--- config.mk ---
export PLATFORM = sky130hd
export DESIGN_NAME = sha256_byte_stream_hasher_unit
export DESIGN_NICKNAME = d
export VERILOG_FILES = /design/src/hw/rtl/sha256bs_pkg.sv /design/src/hw/rtl/sha256bs_sched.sv /design/src/hw/rtl/sha256bs_core.sv /design/src/hw/rtl/sha256_byte_stream_hasher_unit.sv
export SDC_FILE = /design/constraint.sdc
export NUM_CORES = 2
export LEC_CHECK = 0
export BUFFER_PORTS_ARGS = -buffer_cell sky130_fd_sc_hd__buf_2
export CAP_MARGIN = 25
export CORE_ASPECT_RATIO = 0.9
export CORE_MARGIN = 2
export CORE_UTILIZATION = 42
export DETAILED_ROUTE_END_ITERATION = 16
export PLACE_DENSITY_LB_ADDON = 0.08
export SYNTH_ARGS = -nofsm -noshare
export SYNTH_HDL_FRONTEND = slang
export SYNTH_SLANG_ARGS = --single-unit
--- constraint.sdc ---
create_clock -name clk -period 9.65 [get_ports clk]
set_input_delay 0.965 -clock clk [delete_from_list [all_inputs] [get_ports clk]]
set_output_delay 0.965 -clock clk [all_outputs]
set_load 0.02 [all_outputs]
--- src/hw/rtl/sha256bs_pkg.sv ---
// ----------------------------------------------------------------------------
// sha256bs_pkg
// Shared types, constants and SHA-256 functions for the byte stream hasher.
// ----------------------------------------------------------------------------
package sha256bs_pkg;

    localparam int unsigned WordWidth     = 32;
    localparam int unsigned BlockWords    = 16;
    localparam int unsigned HashWords     = 8;
    localparam int unsigned RoundCount    = 64;
    localparam int unsigned LengthStart   = 56;
    localparam int unsigned BlockCntWidth = 55;

    localparam logic [7:0] PadByte = 8'h80;

    typedef logic [WordWidth-1:0] word_t;

    // commands for the block / message schedule window
    typedef struct packed {
        logic write_byte;
        logic pad_fill;
        logic clear_all;
        logic put_length;
        logic shift;
    } sched_ctrl_t;

    // commands for the round datapath and hash words
    typedef struct packed {
        logic load;
        logic step;
        logic update;
        logic init;
    } core_ctrl_t;

    // round constants
    function automatic word_t round_k(input logic [5:0] idx);
        word_t k;
        case (idx)
            6'd0:  k = 32'h428a2f98;
            6'd1:  k = 32'h71374491;
            6'd2:  k = 32'hb5c0fbcf;
            6'd3:  k = 32'he9b5dba5;
            6'd4:  k = 32'h3956c25b;
            6'd5:  k = 32'h59f111f1;
            6'd6:  k = 32'h923f82a4;
            6'd7:  k = 32'hab1c5ed5;
            6'd8:  k = 32'hd807aa98;
            6'd9:  k = 32'h12835b01;
            6'd10: k = 32'h243185be;
            6'd11: k = 32'h550c7dc3;
            6'd12: k = 32'h72be5d74;
            6'd13: k = 32'h80deb1fe;
            6'd14: k = 32'h9bdc06a7;
            6'd15: k = 32'hc19bf174;
            6'd16: k = 32'he49b69c1;
            6'd17: k = 32'hefbe4786;
            6'd18: k = 32'h0fc19dc6;
            6'd19: k = 32'h240ca1cc;
            6'd20: k = 32'h2de92c6f;
            6'd21: k = 32'h4a7484aa;
            6'd22: k = 32'h5cb0a9dc;
            6'd23: k = 32'h76f988da;
            6'd24: k = 32'h983e5152;
            6'd25: k = 32'ha831c66d;
            6'd26: k = 32'hb00327c8;
            6'd27: k = 32'hbf597fc7;
            6'd28: k = 32'hc6e00bf3;
            6'd29: k = 32'hd5a79147;
            6'd30: k = 32'h06ca6351;
            6'd31: k = 32'h14292967;
            6'd32: k = 32'h27b70a85;
            6'd33: k = 32'h2e1b2138;
            6'd34: k = 32'h4d2c6dfc;
            6'd35: k = 32'h53380d13;
            6'd36: k = 32'h650a7354;
            6'd37: k = 32'h766a0abb;
            6'd38: k = 32'h81c2c92e;
            6'd39: k = 32'h92722c85;
            6'd40: k = 32'ha2bfe8a1;
            6'd41: k = 32'ha81a664b;
            6'd42: k = 32'hc24b8b70;
            6'd43: k = 32'hc76c51a3;
            6'd44: k = 32'hd192e819;
            6'd45: k = 32'hd6990624;
            6'd46: k = 32'hf40e3585;
            6'd47: k = 32'h106aa070;
            6'd48: k = 32'h19a4c116;
            6'd49: k = 32'h1e376c08;
            6'd50: k = 32'h2748774c;
            6'd51: k = 32'h34b0bcb5;
            6'd52: k = 32'h391c0cb3;
            6'd53: k = 32'h4ed8aa4a;
            6'd54: k = 32'h5b9cca4f;
            6'd55: k = 32'h682e6ff3;
            6'd56: k = 32'h748f82ee;
            6'd57: k = 32'h78a5636f;
            6'd58: k = 32'h84c87814;
            6'd59: k = 32'h8cc70208;
            6'd60: k = 32'h90befffa;
            6'd61: k = 32'ha4506ceb;
            6'd62: k = 32'hbef9a3f7;
            6'd63: k = 32'hc67178f2;
        endcase
        return k;
    endfunction

    // initial hash values
    function automatic word_t initial_hash(input logic [2:0] idx);
        word_t h;
        case (idx)
            3'd0: h = 32'h6a09e667;
            3'd1: h = 32'hbb67ae85;
            3'd2: h = 32'h3c6ef372;
            3'd3: h = 32'ha54ff53a;
            3'd4: h = 32'h510e527f;
            3'd5: h = 32'h9b05688c;
            3'd6: h = 32'h1f83d9ab;
            3'd7: h = 32'h5be0cd19;
        endcase
        return h;
    endfunction

    // round sigma functions
    function automatic word_t big_sigma0(input word_t x);
        return {x[1:0], x[31:2]} ^ {x[12:0], x[31:13]} ^ {x[21:0], x[31:22]};
    endfunction

    function automatic word_t big_sigma1(input word_t x);
        return {x[5:0], x[31:6]} ^ {x[10:0], x[31:11]} ^ {x[24:0], x[31:25]};
    endfunction

    // message schedule sigma functions
    function automatic word_t small_sigma0(input word_t x);
        return {x[6:0], x[31:7]} ^ {x[17:0], x[31:18]} ^ {3'b000, x[31:3]};
    endfunction

    function automatic word_t small_sigma1(input word_t x);
        return {x[16:0], x[31:17]} ^ {x[18:0], x[31:19]} ^ {10'b0, x[31:10]};
    endfunction

endpackage

--- src/hw/rtl/sha256bs_sched.sv ---
// ----------------------------------------------------------------------------
// sha256bs_sched
// Message block and schedule window: packs bytes big-endian, applies the
// padding and length, and slides one schedule word per round.
// ----------------------------------------------------------------------------
module sha256bs_sched (
    input  logic                      clk,
    input  sha256bs_pkg::sched_ctrl_t ctrl,
    input  logic [5:0]                byte_pos,
    input  logic [7:0]                data_byte,
    input  logic [63:0]               total_bits,
    output sha256bs_pkg::word_t       round_word
);
    import sha256bs_pkg::*;

    word_t window_reg  [BlockWords];
    word_t window_next [BlockWords];
    word_t sched_word;

    // next schedule word from the taps of the window
    assign sched_word = small_sigma1(window_reg[14]) + window_reg[9]
                      + small_sigma0(window_reg[1]) + window_reg[0];

    assign round_word = window_reg[0];

    // byte writes, padding, length and shift
    always_comb
    begin
        logic [5:0] slot;
        for (int w = 0; w < BlockWords; w++)
        begin
            window_next[w] = window_reg[w];
        end
        for (int w = 0; w < BlockWords; w++)
        begin
            for (int b = 0; b < 4; b++)
            begin
                slot = 6'(w * 4 + b);
                if (ctrl.write_byte && slot == byte_pos)
                begin
                    window_next[w][8*(3-b) +: 8] = data_byte;
                end
                if (ctrl.pad_fill)
                begin
                    if (slot == byte_pos)
                    begin
                        window_next[w][8*(3-b) +: 8] = PadByte;
                    end
                    else if (slot > byte_pos)
                    begin
                        window_next[w][8*(3-b) +: 8] = 8'h00;
                    end
                end
            end
        end
        if (ctrl.clear_all)
        begin
            for (int w = 0; w < BlockWords; w++)
            begin
                window_next[w] = '0;
            end
        end
        if (ctrl.put_length)
        begin
            window_next[14] = total_bits[63:32];
            window_next[15] = total_bits[31:0];
        end
        if (ctrl.shift)
        begin
            for (int w = 0; w < BlockWords - 1; w++)
            begin
                window_next[w] = window_reg[w+1];
            end
            window_next[BlockWords-1] = sched_word;
        end
    end

    // window storage
    always_ff @(posedge clk)
    begin
        for (int w = 0; w < BlockWords; w++)
        begin
            window_reg[w] <= window_next[w];
        end
    end

endmodule

--- src/hw/rtl/sha256bs_core.sv ---
// ----------------------------------------------------------------------------
// sha256bs_core
// Shared SHA-256 round unit: eight working words stepped once per cycle while
// step is set, plus the eight hash words and their end-of-block update.
// ----------------------------------------------------------------------------
module sha256bs_core (
    input  logic                     clk,
    input  logic                     rst_n,
    input  sha256bs_pkg::core_ctrl_t ctrl,
    input  logic [5:0]               round_idx,
    input  sha256bs_pkg::word_t      round_word,
    input  logic [2:0]               word_idx,
    output sha256bs_pkg::word_t      hash_word
);
    import sha256bs_pkg::*;

    word_t hash_reg [HashWords];
    word_t var_reg  [HashWords];
    word_t t1;
    word_t t2;

    // one compression round
    assign t1 = var_reg[7] + big_sigma1(var_reg[4])
              + ((var_reg[4] & var_reg[5]) ^ (~var_reg[4] & var_reg[6]))
              + round_k(round_idx) + round_word;
    assign t2 = big_sigma0(var_reg[0])
              + ((var_reg[0] & var_reg[1]) ^ (var_reg[0] & var_reg[2])
                 ^ (var_reg[1] & var_reg[2]));

    assign hash_word = hash_reg[word_idx];

    // hash words: initial values, end-of-block add
    always_ff @(posedge clk or negedge rst_n)
    begin
        if (!rst_n)
        begin
            for (int i = 0; i < HashWords; i++)
            begin
                hash_reg[i] <= initial_hash(3'(i));
            end
        end
        else if (ctrl.init)
        begin
            for (int i = 0; i < HashWords; i++)
            begin
                hash_reg[i] <= initial_hash(3'(i));
            end
        end
        else if (ctrl.update)
        begin
            for (int i = 0; i < HashWords; i++)
            begin
                hash_reg[i] <= hash_reg[i] + var_reg[i];
            end
        end
    end

    // working words a..h
    always_ff @(posedge clk)
    begin
        if (ctrl.load)
        begin
            for (int i = 0; i < HashWords; i++)
            begin
                var_reg[i] <= hash_reg[i];
            end
        end
        else if (ctrl.step)
        begin
            var_reg[7] <= var_reg[6];
            var_reg[6] <= var_reg[5];
            var_reg[5] <= var_reg[4];
            var_reg[4] <= var_reg[3] + t1;
            var_reg[3] <= var_reg[2];
            var_reg[2] <= var_reg[1];
            var_reg[1] <= var_reg[0];
            var_reg[0] <= t1 + t2;
        end
    end

endmodule

--- src/hw/rtl/sha256_byte_stream_hasher_unit.sv ---
// ----------------------------------------------------------------------------
// sha256_byte_stream_hasher_unit
// SHA-256 hasher fed one message byte per word, emitting the 8-word digest.
// ----------------------------------------------------------------------------
// A data byte (op 0) is taken while in_stall is low. The 64th byte of a block
// starts a compression on the shared round unit: the rounds, then the hash
// add, during which in_stall is high. A finish (op 1) pads the block and
// compresses it; when 56 or more bytes were pending, a second block with the
// length follows (a load state, then another compression). The eight digest
// words then leave one per cycle while out_stall is low, word 0 first, and
// in_stall drops after the eighth word is taken. After a finish the hasher
// is back at its initial state for the next message.
module sha256_byte_stream_hasher_unit (
    input  logic                clk,
    input  logic                rst_n,
    input  logic                in_valid,
    output logic                in_stall,
    input  logic                op,
    input  logic [7:0]          data_byte,
    output logic                out_valid,
    input  logic                out_stall,
    output sha256bs_pkg::word_t digest_word,
    output logic [2:0]          word_index,
    output logic                last_word
);
    import sha256bs_pkg::*;

    localparam logic [2:0] StIdle   = 3'd0;
    localparam logic [2:0] StRound  = 3'd1;
    localparam logic [2:0] StUpdate = 3'd2;
    localparam logic [2:0] StPadLen = 3'd3;
    localparam logic [2:0] StEmit   = 3'd4;

    localparam logic [1:0] KindData = 2'd0;
    localparam logic [1:0] KindPad1 = 2'd1;
    localparam logic [1:0] KindLast = 2'd2;

    localparam logic OpAbsorb = 1'b0;
    localparam logic OpFinish = 1'b1;

    logic [2:0]               state_reg,     state_next;
    logic [1:0]               kind_reg,      kind_next;
    logic [5:0]               round_cnt_reg, round_cnt_next;
    logic [2:0]               word_idx_reg,  word_idx_next;
    logic [5:0]               pos_reg,       pos_next;
    logic [BlockCntWidth-1:0] block_cnt_reg, block_cnt_next;

    logic        in_accept;
    logic        out_accept;
    logic        pos_short;
    logic [63:0] total_bits;
    word_t       round_word;
    word_t       hash_word;
    sched_ctrl_t sched_ctrl;
    core_ctrl_t  core_ctrl;

    assign in_accept  = in_valid && !in_stall;
    assign out_accept = out_valid && !out_stall;
    assign pos_short  = pos_reg < 6'(LengthStart);
    assign total_bits = {block_cnt_reg, pos_reg, 3'b000};

    // handshake and output word
    assign in_stall    = state_reg != StIdle;
    assign out_valid   = state_reg == StEmit;
    assign digest_word = hash_word;
    assign word_index  = word_idx_reg;
    assign last_word   = word_idx_reg == 3'(HashWords - 1);

    // datapath commands
    always_comb
    begin
        sched_ctrl.write_byte = in_accept && op == OpAbsorb;
        sched_ctrl.pad_fill   = in_accept && op == OpFinish;
        sched_ctrl.clear_all  = state_reg == StPadLen;
        sched_ctrl.put_length = (in_accept && op == OpFinish && pos_short)
                             || state_reg == StPadLen;
        sched_ctrl.shift      = state_reg == StRound;

        core_ctrl.load   = (in_accept && (op == OpFinish || pos_reg == 6'd63))
                        || state_reg == StPadLen;
        core_ctrl.step   = state_reg == StRound;
        core_ctrl.update = state_reg == StUpdate;
        core_ctrl.init   = state_reg == StEmit && out_accept && last_word;
    end

    // sequencer
    always_comb
    begin
        state_next     = state_reg;
        kind_next      = kind_reg;
        round_cnt_next = round_cnt_reg;
        word_idx_next  = word_idx_reg;
        pos_next       = pos_reg;
        block_cnt_next = block_cnt_reg;
        unique case (state_reg)
            StIdle:
            begin
                round_cnt_next = '0;
                if (in_accept)
                begin
                    if (op == OpAbsorb)
                    begin
                        pos_next = pos_reg + 6'd1;
                        if (pos_reg == 6'd63)
                        begin
                            kind_next  = KindData;
                            state_next = StRound;
                        end
                    end
                    else
                    begin
                        kind_next  = pos_short ? KindLast : KindPad1;
                        state_next = StRound;
                    end
                end
            end
            StRound:
            begin
                round_cnt_next = round_cnt_reg + 6'd1;
                if (round_cnt_reg == 6'(RoundCount - 1))
                begin
                    state_next = StUpdate;
                end
            end
            StUpdate:
            begin
                round_cnt_next = '0;
                word_idx_next  = '0;
                case (kind_reg)
                    KindData:
                    begin
                        block_cnt_next = block_cnt_reg + BlockCntWidth'(1);
                        state_next     = StIdle;
                    end
                    KindPad1:
                    begin
                        state_next = StPadLen;
                    end
                    default:
                    begin
                        state_next = StEmit;
                    end
                endcase
            end
            StPadLen:
            begin
                kind_next  = KindLast;
                state_next = StRound;
            end
            StEmit:
            begin
                if (out_accept)
                begin
                    word_idx_next = word_idx_reg + 3'd1;
                    if (last_word)
                    begin
                        pos_next       = '0;
                        block_cnt_next = '0;
                        state_next     = StIdle;
                    end
                end
            end
            default:
            begin
                state_next = StIdle;
            end
        endcase
    end

    // control registers
    always_ff @(posedge clk or negedge rst_n)
    begin
        if (!rst_n)
        begin
            state_reg     <= StIdle;
            kind_reg      <= KindData;
            round_cnt_reg <= '0;
            word_idx_reg  <= '0;
            pos_reg       <= '0;
            block_cnt_reg <= '0;
        end
        else
        begin
            state_reg     <= state_next;
            kind_reg      <= kind_next;
            round_cnt_reg <= round_cnt_next;
            word_idx_reg  <= word_idx_next;
            pos_reg       <= pos_next;
            block_cnt_reg <= block_cnt_next;
        end
    end

    // block window and message schedule
    sha256bs_sched u_sched (
        .clk        (clk),
        .ctrl       (sched_ctrl),
        .byte_pos   (pos_reg),
        .data_byte  (data_byte),
        .total_bits (total_bits),
        .round_word (round_word)
    );

    // shared round unit and hash words
    sha256bs_core u_core (
        .clk        (clk),
        .rst_n      (rst_n),
        .ctrl       (core_ctrl),
        .round_idx  (round_cnt_reg),
        .round_word (round_word),
        .word_idx   (word_idx_reg),
        .hash_word  (hash_word)
    );

    // a digest word is never shown while a byte can be taken
    a_idle_no_output: assert property (@(posedge clk) disable iff (!rst_n)
        !in_stall |-> !out_valid)
        else $error("output valid while input side idle");

    // the last round always hands over to the hash add
    a_round_to_update: assert property (@(posedge clk) disable iff (!rst_n)
        (state_reg == StRound && round_cnt_reg == 6'(RoundCount - 1))
        |=> state_reg == StUpdate)
        else $error("round sequence did not end in hash update");

    // a full block starts a compression at once
    a_full_block: assert property (@(posedge clk) disable iff (!rst_n)
        (in_accept && op == OpAbsorb && pos_reg == 6'd63)
        |=> (state_reg == StRound && round_cnt_reg == 6'd0 && pos_reg == 6'd0))
        else $error("full block did not start compression");

    // the eighth digest word returns the hasher to idle and the initial state
    a_finish_done: assert property (@(posedge clk) disable iff (!rst_n)
        (out_accept && last_word)
        |=> (!in_stall && pos_reg == 6'd0 && block_cnt_reg == '0))
        else $error("hasher not idle after last digest word");

endmodule

==> out/metrics.sh <==
POSTROUTEANTENNANETS=0
FIN_HOLD_WS_NS=0.06948
INSTANCE_COUNT_AFTER_PLACEMENT_WITH_TAP_CELLS_INCLUDED=10920
LARGEST_REG_FLOPS=512
MET3_USAGE_PCT=7.708
DRIVE_GT1_SHARE_PCT=9.625
CRITICAL_PATH.MAX_FANOUT=10
TOTALWIRELENGTH_UM=308800
CTS.REPORTEDPATHS.CLKPINSLEW_NS=0.06
GRT_FIRST_PASS_WIRELENGTH_UM=447100
FINALNETCOUNT=9263
CTSRESIZECOUNT=0
CLASS_OF_THE_TIGHTEST_HOLD_OR_REMOVAL_CHECK='input port to asynchronous set/reset pin'
FINALHOLDVIOLATIONS=0
IO-PIN-COUNT=51
CLKSINKCOUNT=1099
YOSYS_WARNINGS=0
DPL-INSTANCE-AREA_UM2=79520
TIMING.MAX_CAP.VIOLATIONS=0
STATUS='completed'
TRITONCTS='built'
CRITICAL_SETUP_PATH_CLASS='flip-flop to flip-flop'
DRT_DRC_VIOLATIONS_LEFT=0
DR.PASS1.ITERS=5
ROUTABILITYCONGESTION=0.9924
GRT-BUSIEST-LAYER='met1'
GR-USAGE-MET1_PCT=52.49
DIE_W_UM=453.6
YS_ASYNC_SR_FRACTION_PCT=30.12
CP_DATA_ARRIVAL_TIME_NS=9.73
FMAXACHIEVABLE_MHz=108.3
TRITONCTS.NUM_BUFFERS=133
LARGEST_NET_DEGREE_AT_THE_START_OF_GLOBAL_ROUTING=187
WORST_SLEW_PIN_SLEW_NS=1.203
CLOCK-SKEW-FINAL_NS=0.03941
SYNTH-EDFF-COUNT=264
MULTI_INPUT_COMB_AREA_UM2=46880
REGAREA_UM2=26490
FILLERINSTANCES=17870
CTS_POST_SETUP_BUFFERS_INSERTED=0
TIMING.CRITICAL_PATH.TO_TYPE='flip-flop'
POSTSYNTH.TOPFLOPCELL='sky130_fd_sc_hd__dfxtp_1'
POST_CTS_HOLD_BUFFER_COUNT=0
FP.DIEAREA_UM2=185300
GLOBALROUTEMET2UTIL_PCT=42.68
STD_CELL_ROWS=148
FINAL_CELL_COUNT_WITHOUT_FILLERS=11170
VIAS_PER_CELL=6.033
DRT_FIRST_ITER_VIOLATIONS=8260
WORSTPATHREQUIRED_NS=10.14
SETUP_TOTAL_NEGATIVE_SLACK_NS=0
SYNTHCELLS=8789
CP_SLOWEST_CELL='sky130_fd_sc_hd__fa_1'
CRIT_PATH_START_KIND='flip-flop'
GRT_UTIL_ALL_LAYERS_PCT=32.53
PART_OF_THE_CYCLE_THE_WORST_PATH_NEEDS_PCT=95.73
TIMING.FINAL.SETUP_VIOLATIONS=0
DIE_Y_UM=408.6
CORE-AREA_UM2=180700
AREA_GROWTH_SYN_TO_LAYOUT_PCT=9.900
CLOCKBUFFERDEPTH=3
CRITICAL_PATH.MAX_STAGE_DELAY_NS=0.49
PLACE.DETAILED.HPWL_UM=228300
FINALINSTANCEAREA_UM2=83960
SYNTHESIS.AREA_PER_INSTANCE_UM2=8.692
INITIAL_ANTENNA_VIOLATION_COUNT=5
SYNTHESIS.NETS=9394
VIA_COUNT_OF_THE_ROUTED_DESIGN=67400
YS_FF_LATCH=1099
CTS.HTREE.LEVELS=4
VIAS_IN_THE_FIRST_GLOBAL_ROUTE=63160
SLEW_VIOLATIONS=0
GRT_SETUP_UNREPAIRED='false'
INITIAL_CORE_UTIL_PCT=42.27
GLOBAL_ROUTE.OVERFLOW_TOTAL=0
SLEW_HEADROOM_PCT=19.78
WL_PER_CELL_UM=27.64
NUMPORTBUFFERS=50
SYNTHESIS.AREA_UM2=76400
SYNTH-SEQ-AREA-SHARE_PCT=34.65
TIMING.FINAL.CRIT_PERIOD_NS=9.238
CTS_ROOT_BUFFER='sky130_fd_sc_hd__clkbuf_16'
WORSTSKEWPAIRLATENCY_NS=0.80
YS_TYPES=96
## cell families (layout without fill, tap and decap cells)
family / count (synthesis) / in the layout / synth area share (%)
adder cells (fa/ha/maj): 614 / 614 / 11.90
buffers and inverters: 843 / 823 / 4.158
XOR/XNOR: 629 / 629 / 7.211
multiplexers: 592 / 592 / 9.098
flip-flops: 1099 / 1099 / 34.65
AO/OA/AOI/OAI: 2306 / 2306 / 17.79
AND/OR/NAND/NOR: 2706 / 2706 / 15.20
other: 0 / 3 / 0
## metrics by stage
stage / setup slack, ns / utilization, %
2_1_floorplan: 0.8571 / -
3_3_place_gp: 0.2376 / 43.96
3_5_place_dp: 0.2701 / 44.00
4_1_cts: 0.1913 / 46.38
5_1_grt: 0.02023 / 46.45
6_report: 0.4121 / 46.46
## cells in the final DEF (no fill, tap or decap), types with 154 or more instances in the layout
cell                       netlist  final
sky130_fd_sc_hd__dfrtp_1       195    187
sky130_fd_sc_hd__xor2_1        228    228
sky130_fd_sc_hd__dfxtp_1       504    504
sky130_fd_sc_hd__inv_1         298    298
sky130_fd_sc_hd__nand3_1       155    154
sky130_fd_sc_hd__fa_1          195    195
sky130_fd_sc_hd__o21ai_0       961    958
sky130_fd_sc_hd__xnor2_1       401    401
sky130_fd_sc_hd__edfxtp_1      264    264
sky130_fd_sc_hd__nor2_1        475    473
sky130_fd_sc_hd__a21o_1        156    156
sky130_fd_sc_hd__buf_4           0    210
sky130_fd_sc_hd__nand2_1      1573   1568
sky130_fd_sc_hd__a21oi_1       631    627
sky130_fd_sc_hd__mux2i_1       448    447
sky130_fd_sc_hd__ha_1          397    395
## final timing paths
check	cells past startpoint	from	slack, ns	to
setup / recovery	39	round_cnt_reg[1]$_DFFE_PN0P_	0.41	u_core.var_reg[0][31]$_DFFE_PP_
hold / removal	1	rst_n	0.07	round_cnt_reg[5]$_DFFE_PN0P_
setup reg to reg	39	round_cnt_reg[1]$_DFFE_PN0P_	0.41	u_core.var_reg[0][31]$_DFFE_PP_
hold reg to reg	2	u_sched.window_reg[1][173]$_DFF_P_	0.45	u_sched.window_reg[1][141]$_DFF_P_
max in group asynchronous	3	rst_n	7.10	word_index[1]$_DFFE_PN0P_
min in group clk	2	u_sched.window_reg[1][173]$_DFF_P_	0.45	u_sched.window_reg[1][141]$_DFF_P_
## critical path, delay by kind of cell, from the launching register on
kind            cells  cell delay, ns
compound gates     18            3.44
xor+xnor            2            0.34
fa+ha+maj           7            2.70
buf+inv             7            1.10
flops               1            0.40
mux                 1            0.20
simple gates        4            0.77
## Yosys cell counts, drive strengths merged (155+ instances only)
| library cell | n | share of area [%] |
|---|---|---|
| nand2 | 1574 | 7.7 |
| o21ai | 970 | 6.4 |
| a21oi | 631 | 4.1 |
| dfxtp | 504 | 13 |
| nor2 | 477 | 2.4 |
| clkbuf | 476 | 2.3 |
| mux2i | 448 | 5.9 |
| xnor2 | 401 | 4.6 |
| ha | 397 | 6.5 |
| inv | 298 | 1.5 |
| edfxtp | 264 | 10 |
| xor2 | 228 | 2.6 |
| dfrtp | 195 | 6.4 |
| fa | 195 | 5.1 |
| a21o | 156 | 1.5 |
| nand3 | 155 | 1.0 |
## layer usage
layer	vias up	share of wire, %
li1	30560	-
met1	33510	49
met2	2984	38
met3	341	10
met4	2	2.1
met5	-	0.0042
## final cells by class
cell class	count	share of cell area, %
antenna	3	0.008941
clock buffer	199	4.597
clock inverter	47	0.5350
inverter	301	1.346
multi-input combinational	6847	55.83
sequential	1099	31.55
tap	2400	3.576
timing repair buffer	276	2.560
Power is not shown: default switching activity piles up to over one toggle a cycle in this logic, so the estimate is an artifact.
